**config.mk**
```make
export PLATFORM = sky130hd
export DESIGN_NAME = utf8_to_ucs2_transcoder_top_flat
export DESIGN_NICKNAME = d
export VERILOG_FILES = /design/src/design/utt_pkg.sv /design/src/design/utt_in_if.sv /design/src/design/utt_out_if.sv /design/src/design/utt_datapath.sv /design/src/design/utt_ctrl.sv /design/src/design/utf8_to_ucs2_transcoder_top.sv /design/src/flat_wrapper.sv
export SDC_FILE = /design/constraint.sdc
export NUM_CORES = 1
export LEC_CHECK = 0
export ABC_AREA = 1
export BUFFER_PORTS_ARGS = -buffer_cell sky130_fd_sc_hd__buf_2
export CAP_MARGIN = 40
export CORE_UTILIZATION = 25
export DETAILED_ROUTE_END_ITERATION = 16
export GPL_TIMING_DRIVEN = 0
export SLEW_MARGIN = 20
export SYNTH_ARGS = -nofsm -noshare
export SYNTH_HDL_FRONTEND = slang
export SYNTH_SLANG_ARGS = --single-unit
```
**constraint.sdc**
```tcl
create_clock -name clk -period 7.5 [get_ports clk]
set_input_delay 0.375 -clock clk [delete_from_list [all_inputs] [get_ports clk]]
set_output_delay 0.375 -clock clk [all_outputs]
set_load 0.01 [all_outputs]
```
**src/design/utt_pkg.sv**
```systemverilog
`timescale 1ns / 1ps
`default_nettype none

package utt_pkg;

  // decoder state codes that carry meaning outside the transition table
  localparam logic [3:0] DFA_ACCEPT     = 4'd0;
  localparam logic [3:0] DFA_REJECT     = 4'd1;
  localparam logic [3:0] DFA_LAST_STATE = 4'd8;

  // byte classes named where the transition table tests them
  localparam logic [3:0] CLS_CONT_LO  = 4'd1;  // 0x80..0x8f
  localparam logic [3:0] CLS_CONT_HI  = 4'd7;  // 0xa0..0xbf
  localparam logic [3:0] CLS_CONT_MID = 4'd9;  // 0x90..0x9f

  localparam logic [15:0] REPLACEMENT_CHAR = 16'hfffd;
  localparam logic [20:0] CP_SURR_FIRST    = 21'h00d800;
  localparam logic [20:0] CP_SURR_LAST     = 21'h00dfff;
  localparam logic [20:0] CP_BMP_LAST      = 21'h00ffff;

  localparam int QUEUE_DEPTH  = 4;
  localparam int REPLAY_DEPTH = 3;

  typedef logic [7:0] octet_t;

  typedef struct packed {
    logic load;          // take a new byte into the queue
    logic step;          // decode the byte at the queue head
    logic res_to_out;    // decoded result straight into the output register
    logic res_to_pend;   // decoded result into the holding register
    logic pend_to_out;   // holding register into the output register
    logic fin_trunc;     // truncated string: replacement into the holding register
    logic end_only_out;  // end-only result into the output register
    logic mark_end;      // result written this cycle closes the string
    logic clear;         // return decoder state to reset values
  } utt_cmd_t;

  typedef struct packed {
    logic last;        // current byte carries the end mark
    logic halted;      // null seen, bytes ignored until the end mark
    logic q_empty;
    logic emits;       // head byte produces a result
    logic drains;      // head byte leaves the queue empty
    logic trunc;       // sequence still open
    logic pend_valid;
    logic out_free;    // output register can take a result this cycle
  } utt_status_t;

  function automatic logic [3:0] byte_class(input octet_t b);
    logic [3:0] cls;
    unique case (b) inside
      [8'h00:8'h7f]: cls = 4'd0;
      [8'h80:8'h8f]: cls = CLS_CONT_LO;
      [8'h90:8'h9f]: cls = CLS_CONT_MID;
      [8'ha0:8'hbf]: cls = CLS_CONT_HI;
      [8'hc0:8'hc1]: cls = 4'd8;
      [8'hc2:8'hdf]: cls = 4'd2;
      8'he0:         cls = 4'd10;
      [8'he1:8'hec]: cls = 4'd3;
      8'hed:         cls = 4'd4;
      [8'hee:8'hef]: cls = 4'd3;
      8'hf0:         cls = 4'd11;
      [8'hf1:8'hf3]: cls = 4'd6;
      8'hf4:         cls = 4'd5;
      default:       cls = 4'd8;
    endcase
    return cls;
  endfunction

  function automatic logic [3:0] dfa_next(input logic [3:0] cur, input logic [3:0] cls);
    logic lo;
    logic mid;
    logic hi;
    logic [3:0] nxt;
    lo  = (cls == CLS_CONT_LO);
    mid = (cls == CLS_CONT_MID);
    hi  = (cls == CLS_CONT_HI);
    nxt = DFA_REJECT;
    unique case (cur)
      4'd0: begin
        unique case (cls)
          4'd0:    nxt = DFA_ACCEPT;
          4'd2:    nxt = 4'd2;
          4'd3:    nxt = 4'd3;
          4'd4:    nxt = 4'd5;
          4'd5:    nxt = 4'd8;
          4'd6:    nxt = 4'd7;
          4'd10:   nxt = 4'd4;
          4'd11:   nxt = 4'd6;
          default: nxt = DFA_REJECT;
        endcase
      end
      4'd2: if (lo || mid || hi) nxt = DFA_ACCEPT;
      4'd3: if (lo || mid || hi) nxt = 4'd2;
      4'd4: if (hi) nxt = 4'd2;
      4'd5: if (lo || mid) nxt = 4'd2;
      4'd6: if (mid || hi) nxt = 4'd3;
      4'd7: if (lo || mid || hi) nxt = 4'd3;
      4'd8: if (lo) nxt = 4'd3;
      default: nxt = DFA_REJECT;
    endcase
    return nxt;
  endfunction

endpackage

`default_nettype wire

```
**src/design/utt_in_if.sv**
```systemverilog
`timescale 1ns / 1ps
`default_nettype none

interface utt_in_if;
  logic       valid;
  logic       ready;
  logic [7:0] in_byte;
  logic       end_of_input;

  modport source (output valid, output in_byte, output end_of_input, input ready);
  modport sink (input valid, input in_byte, input end_of_input, output ready);
endinterface

`default_nettype wire

```
**src/design/utt_out_if.sv**
```systemverilog
`timescale 1ns / 1ps
`default_nettype none

interface utt_out_if;
  logic        valid;
  logic        ready;
  logic [15:0] code_unit;
  logic        unit_valid;
  logic        was_replaced;
  logic        end_of_string;

  modport source (output valid, output code_unit, output unit_valid, output was_replaced,
                  output end_of_string, input ready);
  modport sink (input valid, input code_unit, input unit_valid, input was_replaced,
                input end_of_string, output ready);
endinterface

`default_nettype wire

```
**src/design/utt_datapath.sv**
```systemverilog
`timescale 1ns / 1ps
`default_nettype none

module utt_datapath
  import utt_pkg::*;
(
  input  wire logic        clk,
  input  wire logic        rst,
  input  wire utt_cmd_t    cmd,
  output utt_status_t      st,
  input  wire logic [7:0]  in_byte,
  input  wire logic        end_of_input,
  output logic [15:0]      code_unit,
  output logic             unit_valid,
  output logic             was_replaced,
  output logic             end_of_string,
  output logic             out_valid,
  input  wire logic        out_ready
);

  octet_t      queue [QUEUE_DEPTH];
  logic [2:0]  q_count;
  octet_t      replay [REPLAY_DEPTH];
  logic [1:0]  replay_count;
  logic [3:0]  dfa_state;
  logic [20:0] accum;
  logic        halted;
  logic        last;
  logic [15:0] pend_unit;
  logic        pend_repl;
  logic        pend_valid;

  octet_t      head;
  logic [3:0]  cls;
  logic        prev_open;
  logic [7:0]  lead_mask;
  logic [20:0] accum_next;
  logic [3:0]  next_state;
  logic        is_accept;
  logic        is_reject;
  logic        is_null;
  logic        replay_now;
  logic        in_ucs2;
  logic [15:0] res_unit;
  logic        res_repl;
  logic        out_write;

  assign head       = queue[0];
  assign cls        = byte_class(head);
  assign prev_open  = (dfa_state != DFA_ACCEPT);
  assign lead_mask  = 8'hff >> cls;
  assign accum_next = prev_open ? {accum[14:0], head[5:0]} : {13'd0, lead_mask & head};
  assign next_state = (dfa_state <= DFA_LAST_STATE) ? dfa_next(dfa_state, cls) : DFA_REJECT;
  assign is_accept  = (next_state == DFA_ACCEPT);
  assign is_reject  = (next_state == DFA_REJECT);
  assign is_null    = is_accept && (accum_next == 21'd0);
  assign replay_now = is_reject && prev_open;

  // surrogates and anything past the basic plane become the replacement character
  assign in_ucs2 = (accum_next <= CP_BMP_LAST) &&
                   !((accum_next >= CP_SURR_FIRST) && (accum_next <= CP_SURR_LAST));

  always_comb begin
    if (is_reject || !in_ucs2) begin
      res_unit = REPLACEMENT_CHAR;
      res_repl = 1'b1;
    end else begin
      res_unit = accum_next[15:0];
      res_repl = 1'b0;
    end
  end

  assign out_write = cmd.res_to_out || cmd.pend_to_out || cmd.end_only_out;

  always_comb begin
    st.last       = last;
    st.halted     = halted;
    st.q_empty    = (q_count == 3'd0);
    st.emits      = (is_accept && !is_null) || is_reject;
    st.drains     = is_null || ((q_count == 3'd1) && !replay_now);
    st.trunc      = !halted && prev_open;
    st.pend_valid = pend_valid;
    st.out_free   = !out_valid || out_ready;
  end

  // byte queue; a rejected open sequence is refilled with its held bytes and the rejecting byte
  always_ff @(posedge clk) begin
    if (rst) begin
      q_count <= 3'd0;
    end else if (cmd.load) begin
      queue[0] <= in_byte;
      q_count  <= 3'd1;
    end else if (cmd.step) begin
      if (is_null) begin
        q_count <= 3'd0;
      end else if (replay_now) begin
        for (int i = 0; i < REPLAY_DEPTH; i++) begin
          queue[i] <= (2'(i) < replay_count) ? replay[i] : head;
        end
        queue[QUEUE_DEPTH-1] <= head;
        q_count <= {1'b0, replay_count} + 3'd1;
      end else begin
        for (int i = 0; i < QUEUE_DEPTH - 1; i++) begin
          queue[i] <= queue[i+1];
        end
        q_count <= q_count - 3'd1;
      end
    end
  end

  always_ff @(posedge clk) begin
    if (rst) begin
      last <= 1'b0;
    end else if (cmd.load) begin
      last <= end_of_input;
    end
  end

  // decoder state
  always_ff @(posedge clk) begin
    if (rst || cmd.clear) begin
      dfa_state    <= DFA_ACCEPT;
      accum        <= 21'd0;
      replay_count <= 2'd0;
      halted       <= 1'b0;
    end else if (cmd.fin_trunc) begin
      dfa_state <= DFA_ACCEPT;
    end else if (cmd.step) begin
      accum <= accum_next;
      if (is_null) begin
        halted <= 1'b1;
      end
      if (is_accept || is_reject) begin
        dfa_state    <= DFA_ACCEPT;
        replay_count <= 2'd0;
      end else begin
        dfa_state <= next_state;
        if (!prev_open) begin
          replay_count <= 2'd0;
        end else if (replay_count != 2'(REPLAY_DEPTH)) begin
          replay[replay_count] <= head;
          replay_count         <= replay_count + 2'd1;
        end
      end
    end
  end

  // holding register, used on the final byte so the closing result can be marked
  always_ff @(posedge clk) begin
    if (rst) begin
      pend_valid <= 1'b0;
    end else if (cmd.fin_trunc) begin
      pend_unit  <= REPLACEMENT_CHAR;
      pend_repl  <= 1'b1;
      pend_valid <= 1'b1;
    end else if (cmd.res_to_pend) begin
      pend_unit  <= res_unit;
      pend_repl  <= res_repl;
      pend_valid <= 1'b1;
    end else if (cmd.pend_to_out || cmd.clear) begin
      pend_valid <= 1'b0;
    end
  end

  // output register
  always_ff @(posedge clk) begin
    if (rst) begin
      out_valid <= 1'b0;
    end else if (out_write) begin
      out_valid <= 1'b1;
    end else if (out_ready) begin
      out_valid <= 1'b0;
    end
  end

  always_ff @(posedge clk) begin
    if (cmd.res_to_out) begin
      code_unit     <= res_unit;
      unit_valid    <= 1'b1;
      was_replaced  <= res_repl;
      end_of_string <= cmd.mark_end;
    end else if (cmd.pend_to_out) begin
      code_unit     <= pend_unit;
      unit_valid    <= 1'b1;
      was_replaced  <= pend_repl;
      end_of_string <= cmd.mark_end;
    end else if (cmd.end_only_out) begin
      code_unit     <= 16'd0;
      unit_valid    <= 1'b0;
      was_replaced  <= 1'b0;
      end_of_string <= 1'b1;
    end
  end

endmodule

`default_nettype wire

```
**src/design/utt_ctrl.sv**
```systemverilog
`timescale 1ns / 1ps
`default_nettype none

module utt_ctrl
  import utt_pkg::*;
(
  input  wire logic        clk,
  input  wire logic        rst,
  input  wire logic        in_valid,
  output logic             in_ready,
  input  wire utt_status_t st,
  output utt_cmd_t         cmd
);

  localparam logic [1:0] S_IDLE = 2'd0;
  localparam logic [1:0] S_STEP = 2'd1;
  localparam logic [1:0] S_FIN  = 2'd2;

  logic [1:0] state;
  logic [1:0] state_next;
  logic       can_step;

  // a result on the final byte goes to the holding register, which pushes its
  // previous occupant to the output register
  assign can_step = !st.emits ||
                    (st.last ? (!st.pend_valid || st.out_free) : st.out_free);

  always_comb begin
    cmd        = '0;
    in_ready   = 1'b0;
    state_next = state;
    unique case (state)
      S_IDLE: begin
        in_ready = 1'b1;
        if (in_valid) begin
          cmd.load   = 1'b1;
          state_next = S_STEP;
        end
      end
      S_STEP: begin
        if (st.halted || st.q_empty) begin
          state_next = st.last ? S_FIN : S_IDLE;
        end else if (can_step) begin
          cmd.step = 1'b1;
          if (st.emits) begin
            if (st.last) begin
              cmd.res_to_pend = 1'b1;
              cmd.pend_to_out = st.pend_valid;
            end else begin
              cmd.res_to_out = 1'b1;
            end
          end
          if (st.drains) begin
            state_next = st.last ? S_FIN : S_IDLE;
          end
        end
      end
      S_FIN: begin
        if (st.trunc) begin
          if (!st.pend_valid || st.out_free) begin
            cmd.fin_trunc   = 1'b1;
            cmd.pend_to_out = st.pend_valid;
          end
        end else if (st.out_free) begin
          cmd.mark_end     = 1'b1;
          cmd.clear        = 1'b1;
          cmd.pend_to_out  = st.pend_valid;
          cmd.end_only_out = !st.pend_valid;
          state_next       = S_IDLE;
        end
      end
      default: state_next = S_IDLE;
    endcase
  end

  always_ff @(posedge clk) begin
    if (rst) begin
      state <= S_IDLE;
    end else begin
      state <= state_next;
    end
  end

endmodule

`default_nettype wire

```
**src/design/utf8_to_ucs2_transcoder_top.sv**
```systemverilog
`timescale 1ns / 1ps
`default_nettype none

// utf-8 to ucs-2 transcoder
// utf8 channel: one raw byte per transaction, with end_of_input on the last byte
// of a string. ucs2 channel: one 16-bit code unit per transaction; unit_valid is
// low only on an end-only transaction, was_replaced flags a substituted 0xfffd,
// end_of_string marks the final transaction of the string.
// timing: a byte is taken in the idle state and decoded in the step state; the
// utf8 side is ready again only after the queue has drained. a sequence rejected
// after its lead byte is decoded again, each held byte plus the rejecting byte
// (at most three bytes). the final byte of a string adds a closing step in the
// finish state, which first writes a replacement when the string ends mid-
// sequence. the decoder decodes one byte per cycle while its results can be written.
// results appear in the output register in the cycle after the decode cycle that
// made them; on the final byte each result waits in the holding register so that
// the last one can carry end_of_string.
// reset: synchronous, clears the decoder to the accept state and empties the
// output register. when the receiver stalls the output register holds its
// transaction and decoding waits, so the utf8 side stops being ready.

module utf8_to_ucs2_transcoder_top
  import utt_pkg::*;
(
  input wire logic   clk,
  input wire logic   rst,
  utt_in_if.sink     utf8,
  utt_out_if.source  ucs2
);

  utt_cmd_t    cmd;
  utt_status_t st;
  logic        in_ready;

  // sequencer: owns the handshake and routing of each result
  utt_ctrl u_ctrl (
    .clk      (clk),
    .rst      (rst),
    .in_valid (utf8.valid),
    .in_ready (in_ready),
    .st       (st),
    .cmd      (cmd)
  );

  assign utf8.ready = in_ready;

  // byte queue, table-driven decoder, holding and output registers
  utt_datapath u_datapath (
    .clk           (clk),
    .rst           (rst),
    .cmd           (cmd),
    .st            (st),
    .in_byte       (utf8.in_byte),
    .end_of_input  (utf8.end_of_input),
    .code_unit     (ucs2.code_unit),
    .unit_valid    (ucs2.unit_valid),
    .was_replaced  (ucs2.was_replaced),
    .end_of_string (ucs2.end_of_string),
    .out_valid     (ucs2.valid),
    .out_ready     (ucs2.ready)
  );

endmodule

`default_nettype wire
```
**src/flat_wrapper.sv**
```systemverilog
// flat-port wrapper written by rule: the top's interface ports become plain ports
module utf8_to_ucs2_transcoder_top_flat import utt_pkg::*;
  (clk, rst, utf8_valid, utf8_in_byte, utf8_end_of_input, utf8_ready, ucs2_valid, ucs2_code_unit, ucs2_unit_valid, ucs2_was_replaced, ucs2_end_of_string, ucs2_ready);
  utt_in_if utf8_i ();
  utt_out_if ucs2_i ();
  input wire logic clk;
  input wire logic rst;
  input wire logic [$bits(utf8_i.valid)-1:0] utf8_valid;
  input wire logic [$bits(utf8_i.in_byte)-1:0] utf8_in_byte;
  input wire logic [$bits(utf8_i.end_of_input)-1:0] utf8_end_of_input;
  output wire logic [$bits(utf8_i.ready)-1:0] utf8_ready;
  output wire logic [$bits(ucs2_i.valid)-1:0] ucs2_valid;
  output wire logic [$bits(ucs2_i.code_unit)-1:0] ucs2_code_unit;
  output wire logic [$bits(ucs2_i.unit_valid)-1:0] ucs2_unit_valid;
  output wire logic [$bits(ucs2_i.was_replaced)-1:0] ucs2_was_replaced;
  output wire logic [$bits(ucs2_i.end_of_string)-1:0] ucs2_end_of_string;
  input wire logic [$bits(ucs2_i.ready)-1:0] ucs2_ready;
  assign utf8_i.valid = utf8_valid;
  assign utf8_i.in_byte = utf8_in_byte;
  assign utf8_i.end_of_input = utf8_end_of_input;
  assign utf8_ready = utf8_i.ready;
  assign ucs2_valid = ucs2_i.valid;
  assign ucs2_code_unit = ucs2_i.code_unit;
  assign ucs2_unit_valid = ucs2_i.unit_valid;
  assign ucs2_was_replaced = ucs2_i.was_replaced;
  assign ucs2_end_of_string = ucs2_i.end_of_string;
  assign ucs2_i.ready = ucs2_ready;
  utf8_to_ucs2_transcoder_top u_core (.clk(clk), .rst(rst), .utf8(utf8_i), .ucs2(ucs2_i));
endmodule
```
# After elaboration in Yosys (flattened, before gate mapping)
# Memory sizes are Yosys's and may differ from the RTL's.
# Cells that the tools add are included.
dict set report word_totals {
  register_bits 66
  ramBits 56
  latch_bits 0
  rom_bits 64
  mem_count 3
}
dict set report classes {
  mux 92
  mul 0
  addsub 3
  n_lt_le_gt_ge 23
  eq_ne 25
  reduce_logical 58
  bitwise_logic 7
  n_shift 1
  div 0
}
# name depth word_bits read_ports rd_clocked_by_memory_dff wr line_no
set memory_table {}
lappend memory_table {{(no name shown)} 16 4 1 0 0 utt_pkg.sv:81} ;# unique case (cls)
lappend memory_table {u_core.u_datapath.queue 4 8 4 0 4 utt_datapath.sv:21} ;# octet_t queue [QUEUE_DEPTH];
lappend memory_table {u_core.u_datapath.replay 3 8 3 0 1 utt_datapath.sv:23} ;# octet_t replay [REPLAY_DEPTH];
# operator count
set op_table {}
lappend op_table {{$mux 16} 5}
lappend op_table {{$ge 8x8->1 const B} 7}
lappend op_table {{$le 8x8->1 const B} 7}
lappend op_table {{$mux 8} 7}
lappend op_table {{$mux 1} 46}
lappend op_table {{$pmux 4 s11} 1}
lappend op_table {{$le 21x16->1 const B} 2}
lappend op_table {{$mux 2} 18}
lappend op_table {{$eq 8x8->1 const B} 4}
lappend op_table {{$pmux 4 s8} 1}
lappend op_table {{$ge 21x16->1 const B} 1}
lappend op_table {{$logic_not 21->1} 1}
lappend op_table {{$mux 21} 1}
lappend op_table {{$eq 4x3->1 const B} 5}
lappend op_table {{$mux 4} 5}
lappend op_table {{$mux 3} 6}
lappend op_table {{$logic_and 1x1->1} 15}
lappend op_table {{$logic_or 1x1->1} 15}
lappend op_table {{$and 8x8->8} 1}
lappend op_table {{$eq 4x1->1 const B} 2}
lappend op_table {{$eq 4x2->1 const B} 2}
lappend op_table {{$eq 4x4->1 const B} 2}
lappend op_table {{$ge 8x1->1 const B} 1}
lappend op_table {{$le 8x7->1 const B} 1}
lappend op_table {{other kinds (29)} 53}

# Depth between registers and ports, before layout
# An unclocked memory read counts as a cell.
dict set report depth {
  ltp_word 27
  ltp_mapped 22
  mapped_depth_nobuf 21
}

# Cells and area by module
# Synthesis repeated with hierarchy kept, for this count alone.
dict set report hier_totals {
  cells_unflattened 675
  area_unflattened_um2 6142.1
}
# mod instances cells_per_inst seq_area_each_um2 area_per_inst_um2
set modules_own_cells {}
lappend modules_own_cells {utt_datapath 1 624 3313.2 5848.1}
lappend modules_own_cells {utt_ctrl 1 51 40.0 294.0}

# Worst setup path before layout
# Ideal clock, no wire load.
dict set report synth_path {
  path_type {register to register}
  start {memory u_core.u_datapath.queue[0][4] (netlist bit)}
  end {memory u_core.u_datapath.queue[0][0] (netlist bit) (enable)}
  required_time_ns 7.130
  path_slack_ns 4.519
  n_path_buf 2
  t_arrival_ns 2.611
  path_stages_with_launch 18
  setup_ns 0.370
  cell_sequence {edfxtp_1 > buf_2 > nand2_1 > nor2_4 > nand3_1 > nand2_1 > nor2_1 > nor2_1 > o21ai_1 > nand2_1 > nor2_8 > nand3_2 > inv_1 > nand4_1 > buf_2 > nand2_1 > nor2_1 > nor2_1}
}
# element line_no
set synth_lines {}
lappend synth_lines {{from (decl)} utt_datapath.sv:21}

==> impl_metrics.json <==
{
  "status": "finished, final reports clean",
  "power_mw": 2.75,
  "end_kind": "flip-flop",
  "leakage_nw": 3.12,
  "syn_nets": 744,
  "ys_seq_area_frac": 0.536,
  "num_vias": 4912,
  "synthCells": 720,
  "dp_slack_ns": 3.65,
  "place_hpwl_mm": 10.6,
  "final-hold-violation-count": 0,
  "synth_cell_type_count": 37,
  "crit_path_max_fanout": 10,
  "clockRootBuffer": "clkbuf_16",
  "die_w_um": 160,
  "report.final.slew_viol_count": 0,
  "antenna_cells": 0,
  "utilization": 0.304,
  "syn_to_final_growth_pct": 18.7,
  "fin_nets": 797,
  "maxCapViolCount": 0,
  "clk-insertion-delay-late_ns": 0.42,
  "syn_area_um2": 6260,
  "fin_area_um2": 7430,
  "grt_usage": 0.122,
  "hp-class": "input pin to flip-flop",
  "cts_buffers": 17,
  "globalRouteMet3Util": 0.0270,
  "cp-start-kind": "flip-flop",
  "cts_resized": 0,
  "clockBufferDepth": 2,
  "finalCriticalPeriod_ns": 3.85,
  "ys_ff_latch": 122,
  "layout_setup_ws_ns": 3.65,
  "ys_warn_count": 0,
  "tightest_slew_ns": 0.745,
  "drc_errors": 0,
  "cts_max_level": 4,
  "grt-ovfl-total": 0,
  "rsz0062_at_grt": "no",
  "dpl_cell_area_um2": 6850,
  "worstSetupPathType": "flip-flop to flip-flop",
  "grt_use_met2": 0.199,
  "fin_skew_ns": 0.0114,
  "fillCellCount": 2555,
  "tritoncts": "built",
  "grt_max_degree": 18,
  "final.period_utilization": 0.513,
  "via_per_inst": 4.43,
  "grt.busiest_layer": "met2",
  "drtPass1Iterations": 5,
  "die-area_um2": 25700,
  "clock_sinks": 122,
  "pin_count": 34,
  "first_global_vias": 4842,
  "start_util": 0.256,
  "port_buffers": 33,
  "tns_ns": 0,
  "clk_pin_slew_ns": 0.06,
  "slew_headroom": 0.501,
  "post_synth.cell_area_avg_um2": 8.69,
  "wire_per_inst_um": 13.2,
  "holdWs_ns": 0.170,
  "drt_iter0_drc": 382,
  "finalSetupViolCount": 0,
  "rows": 57,
  "grt_pass1_wl_mm": 24.6,
  "wl_mm": 14.7,
  "grt_use_met1": 0.156,
  "cts_post_setup_buffers_inserted": 0,
  "core_area_um2": 24500,
  "fin_cells": 1110,
  "detail-route-antenna-nets": 0,
  "grt_antenna_before_repair": 0,
  "dieHeight_um": 160,
  "vdd_ir_drop_max_v": 0.000185,
  "max_freq_mhz": 260,
  "dpl.cell_count": 1078,
  "drive_above_1_share": 0.165,
  "cellPowerDensity_nw_per_um2": 370,
  "gp_congestion": 0.821,
  "hold_buffers": 0,
  "cp.required_ns": 7.55,
  "cp.arrival_ns": 3.90
}
-- placed cells by master (no fill, tap or decap), drive strengths merged, types with 21 or more instances in the layout --
master	n
a21oi	31
buf	52
clkbuf	21
dfxtp	31
edfxtp	91
inv	103
nand2	161
nand3	52
nor2	117
o21ai	62
-- power breakdown --
group	switching, mW	leakage [nW]	internal, mW
registers	0.0692	1.08	0.903
clock network	0.327	0.283	0.495
logic	0.668	1.76	0.285
-- cell type report --
class / instances / area [µm²] / share of cell area
sequential: 122 / 3350 / 0.451
multi-input combinational: 479 / 2400 / 0.322
buffer: 22 / 144 / 0.0194
clock inverter: 15 / 163 / 0.0219
tap: 324 / 405 / 0.0545
clock buffer: 17 / 425 / 0.0572
inverter: 97 / 367 / 0.0493
timing repair buffer: 34 / 180 / 0.0242
-- state kept, by name (all words and copies together), names as in the netlist, 2 cells and up --
signal                          count
u_core.u_datapath.accum            15
u_core.u_datapath.dfa_state         4
u_core.u_datapath.pend_unit        16
u_core.u_datapath.q_count           3
u_core.u_ctrl.state                 2
u_core.u_datapath.replay           24
u_core.u_datapath.queue            32
u_core.u_datapath.replay_count      2
u_core.u_datapath.code_unit        16
-- layer usage --
metal	vias up	wire length [µm]
met5	-	0
li1	2500	-
met3	19	537
met1	2289	6890
met2	104	7010
met4	0	240
-- path summary, 6_finish.rpt --
| check | depth (start not counted) | endpoint | start | slack, ns |
|---|---|---|---|---|
| max reg2reg | 17 | u_core.u_datapath.queue[0][0] | u_core.u_datapath.queue[0][1] | 3.65 |
| max | 17 | u_core.u_datapath.queue[0][0] | u_core.u_datapath.queue[0][1] | 3.65 |
| min reg2reg | 2 | u_core.u_datapath.accum[3] | u_core.u_datapath.accum[3] | 0.46 |
| min | 2 | u_core.u_datapath.q_count[0] | rst | 0.17 |
-- synthesized netlist by cell type --
library cell	number	share of area
buf_6	5	0.0090
edfxtp_1	91	0.44
o21ai_1	32	0.026
dfxtp_1	31	0.099
a41oi_1	2	0.0028
nor2_2	6	0.0060
nor3_1	16	0.013
mux2i_1	2	0.0032
nor4_1	1	0.0010
nand2_4	2	0.0036
inv_4	1	0.0010
clkbuf_1	4	0.0024
o21ai_0	30	0.024
ha_1	11	0.022
nand3_4	2	0.0056
nand4_4	1	0.0034
buf_4	3	0.0036
nand2_2	12	0.012
nand4_2	1	0.0020
inv_2	9	0.0054
nand4_1	16	0.016
a31oi_1	1	0.0010
a21oi_1	28	0.022
clkinv_1	1	0.00060
o31ai_1	2	0.0024
nor3_4	1	0.0026
nand3_2	5	0.0080
nor2_1	107	0.064
nand2_1	147	0.088
nand3_1	45	0.036
a21boi_1	1	0.0012
nor2_8	3	0.0096
buf_2	10	0.0080
inv_1	86	0.052
a21oi_2	3	0.0042
nor2_4	1	0.0018
o2111ai_1	1	0.0014
-- kinds of logic (layout without fill, tap and decap cells) --
| logic type | after synthesis | count (layout) | share of synthesized area |
|---|---|---|---|
| AND/OR/NAND/NOR | 366 | 366 | 0.273 |
| flip-flops | 122 | 122 | 0.536 |
| buffers and inverters | 119 | 185 | 0.0815 |
| AO/OA/AOI/OAI | 100 | 100 | 0.0849 |
| adder cells (fa/ha/maj) | 11 | 11 | 0.0220 |
| multiplexers | 2 | 2 | 0.00320 |
-- critical path, stage by stage, from the launching register on --
cell,delay (ns)
edfxtp_1,0.61
inv_1,0.23
nand2_1,0.14
nor2_1,0.07
nand2_1,0.08
nand2_1,0.07
nor2_1,0.29
nor2_1,0.09
o21ai_1,0.17
nand2_1,0.16
nor2_8,0.23
nand3_2,0.18
inv_1,0.11
nand4_1,0.12
buf_2,0.23
nand2_1,0.07
nor2_1,0.04
nor2_1,0.56
No activity file was read; power rests on OpenSTA's default activity.
